<file path="config.mk">
export PLATFORM = sky130hd
export DESIGN_NAME = ljpr_queue
export DESIGN_NICKNAME = d
export VERILOG_FILES = /design/src/rtl/lossless_jpeg_predictor_rebuild_unit_macros.svh /design/src/rtl/ljpr_pkg.sv /design/src/rtl/ljpr_queue.sv
export SDC_FILE = /design/constraint.sdc
export NUM_CORES = 1
export LEC_CHECK = 0
export BUFFER_PORTS_ARGS = -buffer_cell sky130_fd_sc_hd__buf_2
export CAP_MARGIN = 40
export CORE_MARGIN = 10
export CORE_UTILIZATION = 40
export CTS_CLUSTER_SIZE = 40
export DETAILED_ROUTE_END_ITERATION = 8
export PLACE_DENSITY = 0.67
export SYNTH_ARGS = -nofsm -noshare
export SYNTH_HDL_FRONTEND = slang
export SYNTH_SLANG_ARGS = --single-unit
</file>
<file path="constraint.sdc">
create_clock -name clk -period 2.2 [get_ports clk]
set_input_delay 0.11 -clock clk [delete_from_list [all_inputs] [get_ports clk]]
set_output_delay 0.11 -clock clk [all_outputs]
set_load 0.05 [all_outputs]
</file>
<file path="src/rtl/lossless_jpeg_predictor_rebuild_unit_macros.svh">
// Assertion macros shared by the predictor rebuild unit
`ifndef LOSSLESS_JPEG_PREDICTOR_REBUILD_UNIT_MACROS_SVH
`define LOSSLESS_JPEG_PREDICTOR_REBUILD_UNIT_MACROS_SVH

// Same-cycle implication, checked out of reset
`define LJPR_ASSERT_IMP(name, clock, rstn, ante, cons, msg) \
	name: assert property (@(posedge clock) disable iff (!(rstn)) (ante) |-> (cons)) \
		else $error(msg);

// Next-cycle implication, checked out of reset
`define LJPR_ASSERT_NXT(name, clock, rstn, ante, cons, msg) \
	name: assert property (@(posedge clock) disable iff (!(rstn)) (ante) |=> (cons)) \
		else $error(msg);

`endif

</file>
<file path="src/rtl/ljpr_pkg.sv">
// Types, constants and helper functions of the predictor rebuild unit
package ljpr_pkg;

	localparam int MAX_WIDTH      = 4096;
	localparam int MAX_COMPONENTS = 6;
	localparam int SAMPLE_W       = 16;
	localparam int COL_W          = $clog2(MAX_WIDTH);
	localparam int WIDTH_W        = COL_W + 1;
	localparam int COMP_W         = $clog2(MAX_COMPONENTS + 1);
	localparam int LINE_DEPTH     = MAX_WIDTH * MAX_COMPONENTS;
	localparam int LINE_AW        = $clog2(LINE_DEPTH);
	// queue depth must be a power of two, pointers wrap naturally
	localparam int QUEUE_DEPTH    = 4;
	localparam int QUEUE_AW       = $clog2(QUEUE_DEPTH);

	localparam int CFG_IDX_W  = 3;
	localparam int CFG_DATA_W = WIDTH_W;

	// configuration register indexes
	typedef enum logic [CFG_IDX_W-1:0] {
		REG_SAMPLE_BITS = 3'd0,
		REG_ROW_WIDTH   = 3'd1,
		REG_COMPONENTS  = 3'd2,
		REG_SUBSAMPLED  = 3'd3,
		REG_PREDICTOR   = 3'd4
	} cfg_reg_t;

	// lossless predictor numbers
	typedef enum logic [2:0] {
		PRED_NONE       = 3'd0,
		PRED_LEFT       = 3'd1,
		PRED_ABOVE      = 3'd2,
		PRED_DIAG       = 3'd3,
		PRED_PLANE      = 3'd4,
		PRED_LEFT_GRAD  = 3'd5,
		PRED_ABOVE_GRAD = 3'd6,
		PRED_AVERAGE    = 3'd7
	} pred_sel_t;

	typedef struct packed {
		logic [4:0]         sample_bits;
		logic [WIDTH_W-1:0] row_width;
		logic [2:0]         components;
		logic [1:0]         subsampled;
		pred_sel_t          predictor;
	} cfg_t;

	// classified word handed from the front part to the back part
	typedef struct packed {
		logic [SAMPLE_W-1:0] difference;
		logic [LINE_AW-1:0]  addr;
		logic [COMP_W-1:0]   comp;
		logic                reload;
		logic                use_shared;
		logic                upd_shared;
		logic                col_zero;
		logic                use_formula;
		logic                last;
	} desc_t;

	localparam logic [4:0] SAMPLE_BITS_RESET = 5'd12;

	// half range for a sample precision, zero outside 1..16
	function automatic logic [SAMPLE_W-1:0] half_range(input logic [4:0] bits);
		logic [SAMPLE_W:0] one_hot;
		begin
			one_hot = (SAMPLE_W + 1)'(1) << (bits - 5'd1);
			if (bits >= 5'd1 && bits <= 5'd16)
				half_range = one_hot[SAMPLE_W-1:0];
			else
				half_range = '0;
		end
	endfunction

	// bits of a sample that lie above the precision
	function automatic logic [SAMPLE_W-1:0] range_mask(input logic [4:0] bits);
		begin
			if (bits < 5'd16)
				range_mask = {SAMPLE_W{1'b1}} << bits;
			else
				range_mask = '0;
		end
	endfunction

endpackage

</file>
<file path="src/rtl/ljpr_queue.sv">
// Short queue of classified words between the front and back parts
module ljpr_queue (
	input  logic            clk,
	input  logic            arst_n,
	input  logic            push,
	input  ljpr_pkg::desc_t push_desc,
	output logic            full,
	input  logic            pop,
	output logic            head_valid,
	output ljpr_pkg::desc_t head_desc
);
	import ljpr_pkg::*;

	desc_t               entry_q [QUEUE_DEPTH];
	logic [QUEUE_AW-1:0] wr_ptr_q, rd_ptr_q;
	logic [QUEUE_AW:0]   count_q;

	assign full       = count_q == (QUEUE_AW + 1)'(QUEUE_DEPTH);
	assign head_valid = count_q != '0;
	assign head_desc  = entry_q[rd_ptr_q];

	// store incoming words
	always_ff @(posedge clk) begin
		if (push)
			entry_q[wr_ptr_q] <= push_desc;
	end

	// move pointers and fill level
	always_ff @(posedge clk or negedge arst_n) begin
		if (!arst_n) begin
			wr_ptr_q <= '0;
			rd_ptr_q <= '0;
			count_q  <= '0;
		end else begin
			if (push)
				wr_ptr_q <= wr_ptr_q + QUEUE_AW'(1);
			if (pop)
				rd_ptr_q <= rd_ptr_q + QUEUE_AW'(1);
			if (push && !pop)
				count_q <= count_q + (QUEUE_AW + 1)'(1);
			else if (pop && !push)
				count_q <= count_q - (QUEUE_AW + 1)'(1);
		end
	end

endmodule

</file>
After elaboration in Yosys (flattened, before gate mapping)
Memory sizes are Yosys's and may differ from the RTL's.
Index checks and enable logic that the tools add are counted.
- add/sub/neg operators: 4
- multipliers: 0
- divide/modulo/power cells: 0
- order comparisons: 0
- eq/ne operators: 1
- shift-type cells: 0
- muxes and demuxes: 4
- bitwise gates (word level): 0
- reductions and logical operators: 6
- operator list (operator ; number):
    $mux W3 ; 2
    $add A2 B1 Y2 const B ; 2
    $add A3 B1 Y3 const B ; 1
    $eq A3 B3 Y1 const B ; 1
    $reduce_bool A3 Y1 ; 1
    $sub A3 B1 Y3 const B ; 1
    $logic_and A1 B1 Y1 ; 2
    $logic_not A1 Y1 ; 2
    $mux W1 ; 2
    $reduce_bool A2 Y1 ; 1
- flip-flop bits (word level): 7
- bits in latches: 0
- RAM bits: 160
- bits in read-only memories: 0
- input port bits: 44
- output and inout bits: 42
- logic and storage cells: 19
- memories: 1
- memories (name ; words ; bits a word ; read ports ; clocked after memory_dff ; wr ports ; RTL line ; source):
    entry_q ; 4 ; 40 ; 1 ; 0 ; 1 ; ljpr_queue.sv:14 ; desc_t entry_q [QUEUE_DEPTH];

Longest topological paths before layout
- word-level depth: 4
- mapped depth: 7

Worst setup path after synthesis
No wires, ideal clock.
- kind: register -> register
- start point: reg wr_ptr_q[0]
- end point: mem entry_q[2][0] (netlist bit) (enable)
- library setup time: 0.401 ns
- arrival time: 1.584 ns
- required time: 1.799 ns
- slack: 0.215 ns
- stages on the path, launching flop included: 4
- buffers on the path: 0
- period minus slack after synthesis: 1.985 ns
- cells stage by stage: dfrtp_1 -> inv_1 -> ha_1 -> and2_1
- RTL lines (what ; RTL line ; source):
    start: declaration ; ljpr_queue.sv:15 ; logic [QUEUE_AW-1:0] wr_ptr_q, rd_ptr_q;
    start signal: assignment ; ljpr_queue.sv:36 ; wr_ptr_q <= wr_ptr_q + QUEUE_AW'(1);
    end: declaration ; ljpr_queue.sv:14 ;
Straight into the memory's write port.

==> results by group <==
Status
  – Status: complete, no violations

Power and ir drop
  – P per Cell Area: 1460 nW/um^2
  – Lkg Pwr: approximately 2.8 nW
  – Max VDD drop: 0.000653 V
  – Total power: 11.5 mW

Timing
  – Setup TNS Final: 0 ns
  – Max_slew headroom: 74.4%
  – Worst Skew: roughly 0.0086 ns
  – Setup ws final: 0.216 ns
  – Maximum clock rate: 504 MHz
  – WHS: 0.0655 ns
  – Final count of negative-setup-slack endpoints: 0
  – Hold Fails Final Rpt: 0
  – Slew of the pin with the lowest slew margin: 0.384 ns
  – Final Cycle Share: 90.2%
  – Fin. max-slew vios: 0
  – Crit path time final: a little under 2 ns
  – RSZ-0062 raised after global routing: false

Placement
  – Port Buffers: 85
  – Dpl ws: 0.426 ns
  – Detailed placement HPWL: 7260 um
  – Placed insts: between 500 and 600
  – GP Congestion: between 0.6 and 0.7

Floorplan
  – Die area: 20900 um^2
  – Die Width: ~140 um
  – I/O Pins: 86
  – Starting Density: 40.9%
  – Placeable Area: about 15000 um^2
  – Row count: 45
  – Die height: 145 um

Critical path
  – Worst Setup SP: rd_ptr_q[0]$_DFFE_PN0P_
  – Type of origin of the critical path: flip-flop
  – Cell family with most CP delay: multiplexers
  – Largest stage delay, worst path: approximately 0.52 ns
  – Crit path DAT: 1.87 ns
  – Setup CP Type: reg2out
  – CP endpoint kind: primary output
  – Crit path buffers/inverters: 2
  – Slowest CP cell: mux4_2
  – Required @ worst endpoint: 2.09 ns
  – Crit path max fanout: 16
  – Reg2reg start: wr_ptr_q[0]$_DFFE_PN0P_
  – Worst-path cell chain: buf_12, mux4_2, buf_2
  – Reg2Reg Setup Slack: between 0.7 and 0.8 ns

Clock tree
  – CTS max path bufs: 2
  – CTS tree: done
  – CTS H-tree depth: 4
  – Root buf cell: clkbuf_16
  – Post-CTS sizing: 0
  – Clock latency on the worst-skew pair: 0.42 ns
  – CTS Buf Count: 17
  – Clk sink count: between 150 and 200
  – Clk slew on worst S/H paths: 0.06 ns

Layout
  – Final cell count without fillers: 597
  – Area growth from synthesis to layout: 27.0%
  – Most frequent cells in the layout: 160 x edfxtp_1, 85 x buf_2, 43 x dlygate4sd3_1
  – Final net count: 446
  – Commonest non-fill, non-tap cell in the layout: edfxtp_1
  – # diodes: 0
  – Layout cells sized above 1: 43.0%

GRT
  – GRT overflow: 0
  – Initial antenna violation count: 0
  – Largest net degree at the start of global routing: 26
  – Global Route Usage Sum: 11.8%
  – Vias in the first global route: 3303
  – First-pass GRT wire length: 18200 um

Drt
  – # DRC: 0
  – DR iter-0 viols: between 100 and 150
  – WL/cell: 19.3 um
  – Detailed Routing Iterations Pass 1: 5
  – Total wire length: 11500 um
  – DR vias/cell: 4.89
  – Via Count: 2918
  – DRT antenna net count: 0

Synthesis
  – Yosys reg bits: 167
  – Syn. warnings: 0
  – Netlist cell types: 20
  – Mapped Nets: 294
  – Register area share after synthesis: 80.1%
  – Mapped cell area: 6220 um^2
  – Syn Area/Cell: about 25 um^2
  – Syn Inst Count: 244

Worst hold path
  – Hold crit path type: in2async

Job
  – # Max-Cap Violations: 0
[cell type report]
class	count	area, um^2
fill	1217	7300
sequential	167	4980
multi-input combinational	63	1110
timing repair buffer	143	1020
clock buffer	18	429
tap	188	235
clock inverter	14	103
inverter	4	15.0
[flip-flops by register name, summed over array words and instances, names as in the netlist]
| signal | cells |
|---|---|
| rd_ptr_q | 2 |
| count_q | 3 |
| wr_ptr_q | 2 |
| entry_q | 160 |
[cells by family (layout without fill, tap and decap cells)]
| group | count (synthesis) | count (layout) | share of synthesized area [%] |
|---|---|---|---|
| DFF | 167 | 167 | 80.1 |
| muxes | 41 | 41 | 14.8 |
| buffers and inverters | 14 | 179 | 2.09 |
| and+or+nand+nor | 9 | 9 | 0.805 |
| adders and majority gates | 6 | 6 | 1.33 |
| xor gates and xnor gates | 6 | 6 | 0.845 |
| AOI/OAI and AO/OA | 1 | 1 | 0.0804 |
[power breakdown]
part | total [mW] | switching [mW] | internal (mW) | leakage (nW)
sequential | 4.41 | 0.233 | 4.18 | 1.55
clock | 2.63 | 1.18 | 1.45 | 0.253
combinational | 4.47 | 2.99 | 1.48 | 0.985
[per-layer routing]
metal  track usage [%]  up-vias  wire (um)
met5                 0        -          0
met4              3.67        0        106
met3              4.89        8        712
met2              19.1       76       5820
met1              14.2     1501       4870
li1                  -     1333          -
[timing repair]
action / in CTS / in global routing
hold buffers: 43 / 0
setup endpoints to repair: 16 / 0
endpoints found under the hold margin: 171 / 0
setup buffers: 3 / 0
[cells in the mapped netlist]
cell type | number | share of area, %
nand2_1 | 2 | 0.12
mux2_2 | 1 | 0.18
nor3b_1 | 1 | 0.12
clkbuf_1 | 1 | 0.060
dfrtp_1 | 7 | 2.8
or3_1 | 1 | 0.10
xor2_1 | 4 | 0.56
ha_1 | 5 | 1.0
buf_2 | 4 | 0.32
o21ai_0 | 1 | 0.080
buf_6 | 1 | 0.18
inv_1 | 4 | 0.24
and2_1 | 4 | 0.40
xnor2_1 | 2 | 0.28
fa_1 | 1 | 0.32
edfxtp_1 | 160 | 77
nor2_1 | 1 | 0.060
mux4_1 | 2 | 0.84
mux4_2 | 38 | 14
buf_12 | 4 | 1.3
[through the flow]
stage	instance area, um^2	util (%)
after CTS	7900	52.0
after global routing	7900	52.0
after detailed placement	6900	45.4
final	7900	52.0
after global placement	6900	45.4
after floorplan	6220	-
[worst paths after layout]
path                       depth (start not counted)                        to
setup / recovery                                   3             head_desc[17]
hold / removal                                     2    count_q[2]$_DFFE_PN0P_
setup reg to reg                                   4  entry_q[2][37]$_DFFE_PP_
hold reg to reg                                    1    count_q[2]$_DFFE_PN0P_
max in group asynchronous                          2   rd_ptr_q[0]$_DFFE_PN0P_
min in group clk                                   2  entry_q[3][17]$_DFFE_PP_
(Power assumes the default switching activity.)
