==> config.mk <==
export PLATFORM = sky130hd
export DESIGN_NAME = ljpr_front
export DESIGN_NICKNAME = d
export VERILOG_FILES = /design/src/rtl/lossless_jpeg_predictor_rebuild_unit_macros.svh /design/src/rtl/ljpr_pkg.sv /design/src/rtl/ljpr_front.sv
export SDC_FILE = /design/constraint.sdc
export NUM_CORES = 1
export LEC_CHECK = 0
export BUFFER_PORTS_ARGS = -buffer_cell sky130_fd_sc_hd__buf_2
export CORE_MARGIN = 2
export CORE_UTILIZATION = 35
export CTS_CLUSTER_DIAMETER = 40
export DETAILED_ROUTE_END_ITERATION = 8
export PLACE_DENSITY = 0.68
export SLEW_MARGIN = 20
export SYNTH_ARGS = -nofsm -noshare
export SYNTH_HDL_FRONTEND = slang
export SYNTH_SLANG_ARGS = --single-unit
==> constraint.sdc <==
create_clock -name clk -period 20.7 [get_ports clk]
set_input_delay 2.07 -clock clk [delete_from_list [all_inputs] [get_ports clk]]
set_output_delay 2.07 -clock clk [all_outputs]
set_load 0.01 [all_outputs]
==> src/rtl/lossless_jpeg_predictor_rebuild_unit_macros.svh <==
// Assertion macros shared by the predictor rebuild unit
`ifndef LOSSLESS_JPEG_PREDICTOR_REBUILD_UNIT_MACROS_SVH
`define LOSSLESS_JPEG_PREDICTOR_REBUILD_UNIT_MACROS_SVH

// Same-cycle implication, checked out of reset
`define LJPR_ASSERT_IMP(name, clock, rstn, ante, cons, msg) \
	name: assert property (@(posedge clock) disable iff (!(rstn)) (ante) |-> (cons)) \
		else $error(msg);

// Next-cycle implication, checked out of reset
`define LJPR_ASSERT_NXT(name, clock, rstn, ante, cons, msg) \
	name: assert property (@(posedge clock) disable iff (!(rstn)) (ante) |=> (cons)) \
		else $error(msg);

`endif

==> src/rtl/ljpr_pkg.sv <==
// Types, constants and helper functions of the predictor rebuild unit
package ljpr_pkg;

	localparam int MAX_WIDTH      = 4096;
	localparam int MAX_COMPONENTS = 6;
	localparam int SAMPLE_W       = 16;
	localparam int COL_W          = $clog2(MAX_WIDTH);
	localparam int WIDTH_W        = COL_W + 1;
	localparam int COMP_W         = $clog2(MAX_COMPONENTS + 1);
	localparam int LINE_DEPTH     = MAX_WIDTH * MAX_COMPONENTS;
	localparam int LINE_AW        = $clog2(LINE_DEPTH);
	// queue depth must be a power of two, pointers wrap naturally
	localparam int QUEUE_DEPTH    = 4;
	localparam int QUEUE_AW       = $clog2(QUEUE_DEPTH);

	localparam int CFG_IDX_W  = 3;
	localparam int CFG_DATA_W = WIDTH_W;

	// configuration register indexes
	typedef enum logic [CFG_IDX_W-1:0] {
		REG_SAMPLE_BITS = 3'd0,
		REG_ROW_WIDTH   = 3'd1,
		REG_COMPONENTS  = 3'd2,
		REG_SUBSAMPLED  = 3'd3,
		REG_PREDICTOR   = 3'd4
	} cfg_reg_t;

	// lossless predictor numbers
	typedef enum logic [2:0] {
		PRED_NONE       = 3'd0,
		PRED_LEFT       = 3'd1,
		PRED_ABOVE      = 3'd2,
		PRED_DIAG       = 3'd3,
		PRED_PLANE      = 3'd4,
		PRED_LEFT_GRAD  = 3'd5,
		PRED_ABOVE_GRAD = 3'd6,
		PRED_AVERAGE    = 3'd7
	} pred_sel_t;

	typedef struct packed {
		logic [4:0]         sample_bits;
		logic [WIDTH_W-1:0] row_width;
		logic [2:0]         components;
		logic [1:0]         subsampled;
		pred_sel_t          predictor;
	} cfg_t;

	// classified word handed from the front part to the back part
	typedef struct packed {
		logic [SAMPLE_W-1:0] difference;
		logic [LINE_AW-1:0]  addr;
		logic [COMP_W-1:0]   comp;
		logic                reload;
		logic                use_shared;
		logic                upd_shared;
		logic                col_zero;
		logic                use_formula;
		logic                last;
	} desc_t;

	localparam logic [4:0] SAMPLE_BITS_RESET = 5'd12;

	// half range for a sample precision, zero outside 1..16
	function automatic logic [SAMPLE_W-1:0] half_range(input logic [4:0] bits);
		logic [SAMPLE_W:0] one_hot;
		begin
			one_hot = (SAMPLE_W + 1)'(1) << (bits - 5'd1);
			if (bits >= 5'd1 && bits <= 5'd16)
				half_range = one_hot[SAMPLE_W-1:0];
			else
				half_range = '0;
		end
	endfunction

	// bits of a sample that lie above the precision
	function automatic logic [SAMPLE_W-1:0] range_mask(input logic [4:0] bits);
		begin
			if (bits < 5'd16)
				range_mask = {SAMPLE_W{1'b1}} << bits;
			else
				range_mask = '0;
		end
	endfunction

endpackage

==> src/rtl/ljpr_front.sv <==
// Front part: tracks the raster position and classifies each accepted word
module ljpr_front (
	input  logic             clk,
	input  logic             arst_n,
	input  ljpr_pkg::cfg_t   cfg,
	input  logic             in_valid,
	output logic             in_ready,
	input  logic [15:0]      difference,
	input  logic             frame_start,
	input  logic             interval_start,
	input  logic             queue_full,
	output logic             push,
	output ljpr_pkg::desc_t  push_desc
);
	import ljpr_pkg::*;

	logic [COL_W-1:0]   col_q;
	logic [COMP_W-1:0]  comp_q;
	logic               past_q;

	logic [WIDTH_W-1:0] width_eff;
	logic [COMP_W-1:0]  comps_eff;
	logic [WIDTH_W-1:0] col0, col1, col2, col_next;
	logic [COMP_W-1:0]  c0, c1, c2, c_next;
	logic               past0, past2, past_next;
	logic [LINE_AW-1:0] addr;

	assign in_ready = !queue_full;
	assign push     = in_valid && !queue_full;

	// clamp the size registers
	always_comb begin
		if (cfg.row_width == '0)
			width_eff = WIDTH_W'(1);
		else if (cfg.row_width > WIDTH_W'(MAX_WIDTH))
			width_eff = WIDTH_W'(MAX_WIDTH);
		else
			width_eff = cfg.row_width;
		if (cfg.components == '0)
			comps_eff = COMP_W'(1);
		else if (cfg.components > COMP_W'(MAX_COMPONENTS))
			comps_eff = COMP_W'(MAX_COMPONENTS);
		else
			comps_eff = cfg.components;
	end

	// place this word, then step to the next position
	always_comb begin
		col0  = frame_start ? '0 : WIDTH_W'(col_q);
		c0    = frame_start ? '0 : comp_q;
		past0 = frame_start ? 1'b0 : past_q;

		col1 = col0;
		c1   = c0;
		if (c0 >= comps_eff) begin
			c1   = '0;
			col1 = col0 + WIDTH_W'(1);
		end

		col2  = col1;
		c2    = c1;
		past2 = past0;
		if (col1 >= width_eff) begin
			col2  = '0;
			c2    = '0;
			past2 = 1'b1;
		end

		c_next    = c2 + COMP_W'(1);
		col_next  = col2;
		past_next = past2;
		if (c_next >= comps_eff) begin
			c_next   = '0;
			col_next = col2 + WIDTH_W'(1);
			if (col_next >= width_eff) begin
				col_next  = '0;
				past_next = 1'b1;
			end
		end
	end

	assign addr = LINE_AW'(col2[COL_W-1:0]) * LINE_AW'(MAX_COMPONENTS) + LINE_AW'(c2);

	// build the word for the back part
	always_comb begin
		push_desc.difference  = difference;
		push_desc.addr        = addr;
		push_desc.comp        = c2;
		push_desc.reload      = frame_start || interval_start;
		push_desc.use_shared  = (cfg.subsampled != '0) && (c2 <= COMP_W'(cfg.subsampled))
			&& ((col2 != '0) || (c2 != '0));
		push_desc.upd_shared  = c2 <= COMP_W'(cfg.subsampled);
		push_desc.col_zero    = col2 == '0;
		push_desc.use_formula = past2 && (col2 != '0);
		push_desc.last        = (col2 == width_eff - WIDTH_W'(1))
			&& (c2 == comps_eff - COMP_W'(1));
	end

	// advance the position on each accepted word
	always_ff @(posedge clk or negedge arst_n) begin
		if (!arst_n) begin
			col_q  <= '0;
			comp_q <= '0;
			past_q <= 1'b0;
		end else if (push) begin
			col_q  <= col_next[COL_W-1:0];
			comp_q <= c_next;
			past_q <= past_next;
		end
	end

endmodule

# Word level (Yosys, flattened, before mapping)
# Cells that the tools add are included.
# op_classes
n_addsub,6
n_mul,1
order_cmp,7
eq_ne,2
muxes,17
n_reduce_logical,14
# ops
op,count
13-bit two-way mux,4
12-bit two-way mux,3
13-bit >= comparator,2
13-bit logical NOT,2
3-bit two-way mux,6
15-bit by 3-bit adder with 15-bit output,1
"12-bit by 2-bit multiplier with 14-bit output, second input constant",1
"12-bit by 1-bit adder with 13-bit output, second input constant",1
"13-bit by 1-bit adder with 13-bit output, second input constant",1
13-bit == test,1
"13-bit greater-than comparator, second input constant",1
13-bit nonzero test,1
"13-bit by 1-bit subtractor with 13-bit output, second input constant",1
3-bit >= comparator,2
1-bit logical AND,5
1-bit two-way mux,4
"3-bit by 1-bit adder with 3-bit output, second input constant",1
3-bit == test,1
"3-bit greater-than comparator, second input constant",1
3-bit by 2-bit less-or-equal comparator with 1-bit output,1
3-bit logical NOT,1
3-bit nonzero test,1
"3-bit by 1-bit subtractor with 3-bit output, second input constant",1
1-bit logical OR,2
2 further kinds,2
# word_totals
reg_bits,16
word_cells,50

# Logic depth before layout (Yosys ltp)
# Gate-level depths: netlist (run 1).
# logic_depth
ltp_word,11
mapped_depth,31
ltp_nobuf,30

# Worst setup path after synthesis (run 1)
# Ideal clock, no wire load.
# synth_path
path_kind,input to output
startpoint,input port frame_start
endpoint,output port push_desc[23] (netlist bit)
t_arrival_ns,7.701
required_time_ns,18.630
path_slack_ns,10.929
stages,28
cell_sequence,clkbuf_1 -> buf_1 -> nor2b_1 -> ha_1 -> nand2_1 -> o21a_2 -> nor3_1 -> and3_1 -> xnor2_1 -> nor2_1 -> ha_1 -> a41o_1 -> a21oi_2 -> o2bb2ai_2 -> or2_1 -> buf_6 -> nor3_1 -> inv_1 -> ha_1 -> a21oi_1 -> o21ai_0 -> a311oi_1 -> nor2_1 -> a311oi_1 -> xnor2_1 -> nand4_1 -> nor3_2 -> xnor2_1
# synth_rtl
item,line,source
from (decl),ljpr_front.sv:9,"input logic frame_start,"
to (decl),ljpr_front.sv:13,output ljpr_pkg::desc_t push_desc

==> results of run 1 <==
-- critical path, stage by stage --
cell and delay (ns):
buf_2 0.37, nor2b_1 0.10, ha_1 0.32, nand2_1 0.08, o21a_2 0.27, nor3_1 0.39
and3_1 0.23, xnor2_1 0.14, nor2_1 0.07, ha_1 0.34, a41o_1 0.25, a21oi_2 0.12
o2bb2ai_2 0.13, nor2_1 0.64, nand2_1 0.37, inv_1 0.27, ha_1 0.37, a21o_1 0.25
a31oi_1 0.14, o21ai_0 0.14, or3_1 0.32, o22ai_1 0.24, xnor2_1 0.25, nand4_1 0.22
nor3_2 0.24, xnor2_1 0.14, buf_2 0.15
-- metal layers --
metal | up-vias | track usage (%) | share of wire (%)
li1 | 1958 | - | -
met1 | 1874 | 24.9 | 45
met2 | 143 | 32.4 | 47
met3 | 37 | 1.59 | 4.7
met4 | 0 | 7.42 | 3.9
met5 | - | 0 | 0
-- area by class of cell --
type / count / share of cell area (%)
clock buffer: 4 / 2.06
inverter: 34 / 2.96
multi-input combinational: 452 / 75.4
sequential: 16 / 9.30
tap: 140 / 4.07
timing repair buffer: 52 / 6.22
-- logic make-up after synthesis --
| group | Yosys count | share of synthesized area (%) |
|---|---|---|
| fa+ha+maj | 61 | 19.4 |
| xor+xnor | 66 | 14.8 |
| buf+inv | 68 | 8.26 |
| compound gates | 122 | 20.5 |
| mux | 2 | 0.505 |
| flops | 16 | 10.1 |
| simple gates | 201 | 26.5 |
-- worst paths after layout --
kind | from | to | slack (ns) | cells past startpoint
worst min register to register | col_q[4]$_DFFE_PN0P_ | col_q[4]$_DFFE_PN0P_ | 0.49 | 2
max in group asynchronous | arst_n | col_q[6]$_DFFE_PN0P_ | 18.69 | 1
worst min-delay path | col_q[4]$_DFFE_PN0P_ | col_q[4]$_DFFE_PN0P_ | 0.49 | 2
min in group asynchronous | arst_n | comp_q[1]$_DFFE_PN0P_ | 1.73 | 1
worst max-delay path | frame_start | push_desc[23] | 10.00 | 27
worst max register to register | comp_q[2]$_DFFE_PN0P_ | past_q$_DFFE_PN0P_ | 13.46 | 28
-- sequential cells by signal, summed over array words and instances, names as in the netlist --
name,flops
col_q,12
comp_q,3
past_q,1
-- power groups by stage --
stage          registers (mW)  clock network (mW)  logic (mW)
3_3_place_gp           0.0384                   0      0.0922
4_1_cts                0.0380              0.0427      0.0953
6_report               0.0380              0.0425      0.0962
3_5_place_dp           0.0384                   0      0.0947
5_1_grt                0.0385              0.0440       0.106
2_1_floorplan          0.0372                   0      0.0700
-- Yosys cell counts, types with 5 or more instances --
cell / number
dfrtp_1: 16
nor2b_1: 10
a21oi_1: 34
a32oi_1: 10
clkbuf_1: 13
xnor2_1: 50
or3_1: 5
nor3_1: 16
ha_1: 60
nand4_1: 15
o31ai_1: 14
inv_1: 33
nor2_1: 44
nand3_1: 15
a31oi_1: 7
buf_4: 17
nand2_1: 56
o21a_1: 5
o21ai_0: 18
a21o_1: 7
xor2_1: 15
and3_1: 7
==> impl_metrics.toml, run 1 <==
[status]
outcome = "finished clean"

[routing]
viasPerCell = 5.75
drc = 0
drtIter0Drc = 321
num_vias = 4012
wl_per_cell_um = 17.0
drtAntennaViolNets = 0
wl_mm = 11.9
drt_first_pass_iters = 5

[grt]
grt_usage_pct = 19.0
antenna_found_initial = 0
grt_pass1_vias = 3966
gr-total-overflow = 0
grt_pass1_wl_mm = 19.7
grt_max_degree = 34

[worst_hold_path]
worstHoldPathType = "reg2reg"

[cells_and_area]
final_nets = 668
final_cell_mix = "ha_1 (60), nand2_1 (56), xnor2_1 (50), buf_2 (49), nor2_1 (44)"
fin_area_mm2 = 0.00431
register_area_um2 = 400
syn_to_final_growth_pct = 8.55
fillers = 1135
utilization_pct = 39.4
final_common_cell = "ha_1"
insertedDiodeCount = 0
final_cells = 698
final_layout_size_suffix_gt1_share_pct = 13.1
multi_input_area_mm2 = 0.00325

[timing]
min_period_ns = 10.70
whs_ns = 0.489
finalMaxSlewViolations = 0
post-route-period-util_pct = 51.7
fin_ws_ns = 10.00
finalHoldViolations = 0
setup_violations = 0
rsz0062_at_grt = "false"
fmax_mhz = 93.5
tns_ns = 0
slew_headroom_pct = 22.8
tightest_slew_ns = 1.16
fin_skew_ns = 0.00131

[setup_path]
cp-end-kind = "output port"
required_ns = 18.63
worstPathArrival_ns = 8.63
start_kind = "input pin"
worstSetupPathType = "in2out"
path_max_fanout = 24

[flow_run]
max-cap-violations = 0

[logic_synthesis]
syn-mean-instance-area_um2 = 7.40
yosysTopAreaCell = "ha_1"
ys_ff_latch = 16
syn-num-nets = 645
yosys_warnings = 0
ys_seq_area_share_pct = 10.1
synth_edf_count = 0
async_flop_share_pct = 100
synthFlopType = "dfrtp_1"
synth_cell_type_count = 65
synth_cells = 536
synth.cell_area_mm2 = 0.00397
synth_top_area_share_pct = 18.9
synth_area_leaders = "ha_1 (19%), xnor2_1 (11%), dfrtp_1 (10%)"

[clock_network]
post_cts_buffers = 0
cts_buffer_depth = 2
cts_tree = "built"
clk_latency_ns = 0.25
clockRootBuffer = "clkbuf_16"
numCtsBuffers = 3
cts_sinks = 16
h-tree-depth = 1
clk_pin_slew_ns = 0.05
cts-hold-fix-buffers = 0
cts_resized = 0

[power]
leakage_nw = 1.98
p_seq_share_pct = 21.5
swShare_pct = 43.0
power.share.clock_pct = 24.0
power.switching_mw = 0.0760
p_int_mw = 0.101
power.density_mw_per_mm2 = 41.0
total_power_mw = 0.177
ir_drop_mv = 0.0266
combPwrFrac_pct = 54.4

[placed_design]
hpwl_mm = 9.66
place_area_mm2 = 0.00422
dp_slack_ns = 10.07
gp_congestion = 0.995
port_buffers = 49
place_inst = 694

[floorplan]
fp.dieH_um = 110
io_pins = 90
fp.dieArea_mm2 = 0.0122
row_count = 38
core-area_mm2 = 0.0109
initial_core_util_pct = 36.3
die_width_um = 110
Power figures use the tool's default switching activity.
==> run 2: changes to the inputs <==
PLACE_DENSITY = 0.7   (was 0.68)
clock period = 9.04 ns   (was 20.7 ns; I/O delays follow)
==> impl_metrics.toml, run 2 (synthesis gave the netlist of run 1 again) <==
[placed_design]
port_buffers = 49
gp_congestion = 1.02
place_inst = 694
hpwl_mm = 9.37
dp_slack_ns = 0.909

[timing]
setup_violations = 0
post-route-period-util_pct = 90.9
min_period_ns = 8.22
slew_headroom_pct = 27.7
tightest_slew_ns = 1.08
finalHoldViolations = 0
fin_ws_ns = 0.819
finalMaxSlewViolations = 0
whs_ns = 0.491
rsz0062_at_grt = "false"
fin_skew_ns = 0.00143
tns_ns = 0
fmax_mhz = 122

[setup_path]
cp-end-kind = "output port"
path_max_fanout = 24
worstSetupPathType = "in2out"
required_ns = 8.14
start_kind = "input pin"
worstPathArrival_ns = 7.32

[routing]
drtAntennaViolNets = 0
drt_first_pass_iters = 5
wl_per_cell_um = 16.5
num_vias = 4011
drc = 0
wl_mm = 11.5
drtIter0Drc = 322
viasPerCell = 5.75

[power]
power.share.clock_pct = 22.1
p_int_mw = 0.222
total_power_mw = 0.395
swShare_pct = 43.7
combPwrFrac_pct = 55.8
power.switching_mw = 0.173
leakage_nw = 1.97
p_seq_share_pct = 22.1
ir_drop_mv = 0.0579
power.density_mw_per_mm2 = 91.9

[grt]
antenna_found_initial = 0
grt_pass1_wl_mm = 18.6
grt_max_degree = 34
grt_usage_pct = 17.9
grt_pass1_vias = 3747
gr-total-overflow = 0

[clock_network]
cts_tree = "built"
h-tree-depth = 1
cts-hold-fix-buffers = 0
cts_sinks = 16
cts_buffer_depth = 2
numCtsBuffers = 3
post_cts_buffers = 0
cts_resized = 0
clockRootBuffer = "clkbuf_16"
clk_pin_slew_ns = 0.05
clk_latency_ns = 0.25

[floorplan]
io_pins = 90
die_width_um = 110
fp.dieH_um = 110
fp.dieArea_mm2 = 0.0122
initial_core_util_pct = 36.3
row_count = 38
core-area_mm2 = 0.0109

[worst_hold_path]
worstHoldPathType = "reg2reg"

[cells_and_area]
final_layout_size_suffix_gt1_share_pct = 13.1
top_register = "col_q"
syn_to_final_growth_pct = 8.29
insertedDiodeCount = 0
largestRegisters = "col_q (12), comp_q (3), past_q (1)"
largest_register_ffs = 12
final_common_cell = "ha_1"
final_cells = 697
final_cell_mix = "ha_1 (60), nand2_1 (56), xnor2_1 (50), buf_2 (49), nor2_1 (44)"
final_nets = 668
fillers = 1143

[status]
outcome = "finished clean"

[flow_run]
max-cap-violations = 0
## run 2: power by group through the flow
stage,Sequential [mW],Clock (mW),Combinational [mW]
floorplan,0.0853,0,0.160
global route,0.0888,0.0905,0.244
detailed placement,0.0883,0,0.216
CTS,0.0873,0.0865,0.218
global placement,0.0878,0,0.211
finish,0.0872,0.0874,0.220
## run 2: area by class of cell
type	instances	area (µm²)	share of cell area, %
Timing Repair Buffer	52	268	6.23
Sequential cell	16	400	9.32
Clock buffer	3	75.1	1.75
Inverter	34	128	2.97
Multi-Input combinational cell	452	3250	75.7
Tap cell	140	175	4.08
## run 2: final timing paths
check	start	to	slack, ns	cells after the start
max	frame_start	push_desc[23]	0.82	27
min	col_q[4]$_DFFE_PN0P_	col_q[4]$_DFFE_PN0P_	0.49	2
max reg2reg	comp_q[2]$_DFFE_PN0P_	col_q[5]$_DFFE_PN0P_	1.95	29
min reg2reg	col_q[4]$_DFFE_PN0P_	col_q[4]$_DFFE_PN0P_	0.49	2
max in group asynchronous	arst_n	comp_q[2]$_DFFE_PN0P_	8.18	1
min in group asynchronous	arst_n	comp_q[1]$_DFFE_PN0P_	0.58	1
## run 2: metrics by stage
stage          utilization [%]  cell area (µm²)
6_report                  39.3             4300
5_1_grt                   39.3             4300
4_1_cts                   39.3             4290
3_5_place_dp              38.6             4220
3_3_place_gp              38.6             4220
2_1_floorplan                -             3970
## run 2: routing by layer
layer,GRT usage [%],up-vias,routed length [µm]
met1,24.6,1870,5180
met5,0,-,0
met3,0.878,18,615
met2,30.8,166,5460
li1,-,1957,-
met4,4.75,0,268
## run 2: worst max-delay path, cell delays in order
cell and delay, ns:
buf_2 0.37, nor2b_1 0.10, ha_1 0.32, nand2_1 0.08, o21a_2 0.26, nor3_1 0.37
and3_1 0.23, xnor2_1 0.16, nor2_1 0.08, ha_1 0.34, a41o_1 0.24, a21oi_2 0.12
o2bb2ai_2 0.13, nor2_1 0.62, nand2_1 0.34, inv_1 0.23, ha_1 0.35, a21o_1 0.25
a31oi_1 0.14, o21ai_0 0.12, or3_1 0.32, o22ai_1 0.26, xnor2_1 0.26, nand4_1 0.20
nor3_2 0.23, xnor2_1 0.13, buf_2 0.15
==> run 3: changes to the inputs <==
CAP_MARGIN = 10   (was not set)
PLACE_DENSITY = 0.68   (was 0.7)
clock period = 7.6 ns   (was 9.04 ns; I/O delays follow)
==> impl_metrics.toml, run 3 (synthesis gave the netlist of run 1 again) <==
[grt]
grt_usage_pct = 19.1
gr-total-overflow = 0
antenna_found_initial = 0
grt_max_degree = 34
grt_pass1_wl_mm = 19.7
grt_pass1_vias = 4018

[setup_path]
start_kind = "input pin"
path_buf_inv = 5
critPathSlowestCell = "or3_1"
timing.critical_path.from = "cfg[7]"
worstPathArrival_ns = 6.40
cp-end-kind = "output port"
cp_common_cell = "ha_1"
required_ns = 6.84
worstSetupPathType = "in2out"
cpLargestDelayFamily = "compound AO/OA/AOI/OAI gates"
path_max_fanout = 7
r2r-start = "comp_q[2]$_DFFE_PN0P_"
max_stage_delay_ns = 0.46

[power]
power.density_mw_per_mm2 = 110
combPwrFrac_pct = 55.5
power.switching_mw = 0.214
ir_drop_mv = 0.0770
p_int_mw = 0.283
p_seq_share_pct = 20.9
power.share.clock_pct = 23.6
total_power_mw = 0.497
leakage_nw = 2.11
swShare_pct = 43.0

[placed_design]
gp_congestion = 0.976
place_area_mm2 = 0.00438
dp_slack_ns = 0.329
hpwl_mm = 10.1
port_buffers = 49

[timing]
finalHoldViolations = 0
tightest_slew_ns = 1.08
finalMaxSlewViolations = 0
fin_skew_ns = 0.00520
rsz0062_at_grt = "false"
post-route-period-util_pct = 94.2
slew_headroom_pct = 28.0
fin_ws_ns = 0.444
min_period_ns = 7.16
setup_violations = 0
tns_ns = 0
fmax_mhz = 140
whs_ns = 0.430

[status]
outcome = "finished clean"

[clock_network]
h-tree-depth = 1
cts_tree = "built"
cts_sinks = 16
cts_buffer_depth = 2
numCtsBuffers = 3
clk_pin_slew_ns = 0.06
clockRootBuffer = "clkbuf_16"
clk_latency_ns = 0.25

[cells_and_area]
fin_area_mm2 = 0.00452
largest_register_ffs = 12
insertedDiodeCount = 0
syn_to_final_growth_pct = 13.9
final_nets = 691
top_register = "col_q"
largestRegisters = "col_q (12), comp_q (3), past_q (1)"
final_cell_mix = "ha_1 (59), nand2_1 (56), xnor2_1 (49), buf_2 (49), nor2_1 (43)"
final_common_cell = "ha_1"
final_layout_size_suffix_gt1_share_pct = 17.7

[flow_run]
max-cap-violations = 0

[floorplan]
die_width_um = 110
initial_core_util_pct = 36.3
core-area_mm2 = 0.0109
fp.dieH_um = 110
io_pins = 90
row_count = 38
fp.dieArea_mm2 = 0.0122

[routing]
viasPerCell = 5.67
num_vias = 4085
wl_mm = 12.2
drtIter0Drc = 343
drt_first_pass_iters = 5
drtAntennaViolNets = 0
drc = 0
wl_per_cell_um = 16.9

[worst_hold_path]
worstHoldPathType = "in2async"
-- run 3: worst paths after layout --
path	endpoint	slack (ns)	cells after the start
max in group asynchronous	col_q[1]$_DFFE_PN0P_	6.89	1
setup reg to reg	col_q[5]$_DFFE_PN0P_	1.08	29
setup / recovery	push_desc[20]	0.44	29
hold / removal	col_q[9]$_DFFE_PN0P_	0.43	1
min in group clk	col_q[4]$_DFFE_PN0P_	0.51	2
hold reg to reg	col_q[4]$_DFFE_PN0P_	0.51	2
-- run 3: power by group through the flow --
stage	clock network (mW)	logic (mW)	registers, mW
finish	0.117	0.276	0.104
global route	0.120	0.302	0.105
CTS	0.118	0.272	0.104
detailed placement	0	0.270	0.105
global placement	0	0.262	0.104
floorplan	0	0.191	0.101
-- run 3: metrics by stage --
step,utilization [%],cells
4_1_cts,40.8,719
2_1_floorplan,-,536
6_report,41.3,721
3_3_place_gp,40.0,715
3_5_place_dp,40.0,715
5_1_grt,41.3,721
-- run 3: area by class of cell --
class	count	area, µm²
fillers	1140	6420
multi-input cells	452	3290
repair buffers	75	440
flip-flops and latches	16	400
well taps	140	175
inverters	34	128
clock buffers	4	88.8
-- run 3: layer usage --
layer	part of all wire, %	global-route usage [%]	vias to the layer above
met2	48	33.6	135
met4	3.0	6.25	0
met5	0	0	-
met1	44	24.9	1928
met3	4.4	1.10	24
li1	-	-	1998
-- run 3: timing repair --
| action | CTS | global route |
|---|---|---|
| gates resized for setup | 0 | 8 |
| setup endpoints to repair | 0 | 8 |
| hold buffers | 0 | 0 |
| setup buffers | 0 | 2 |
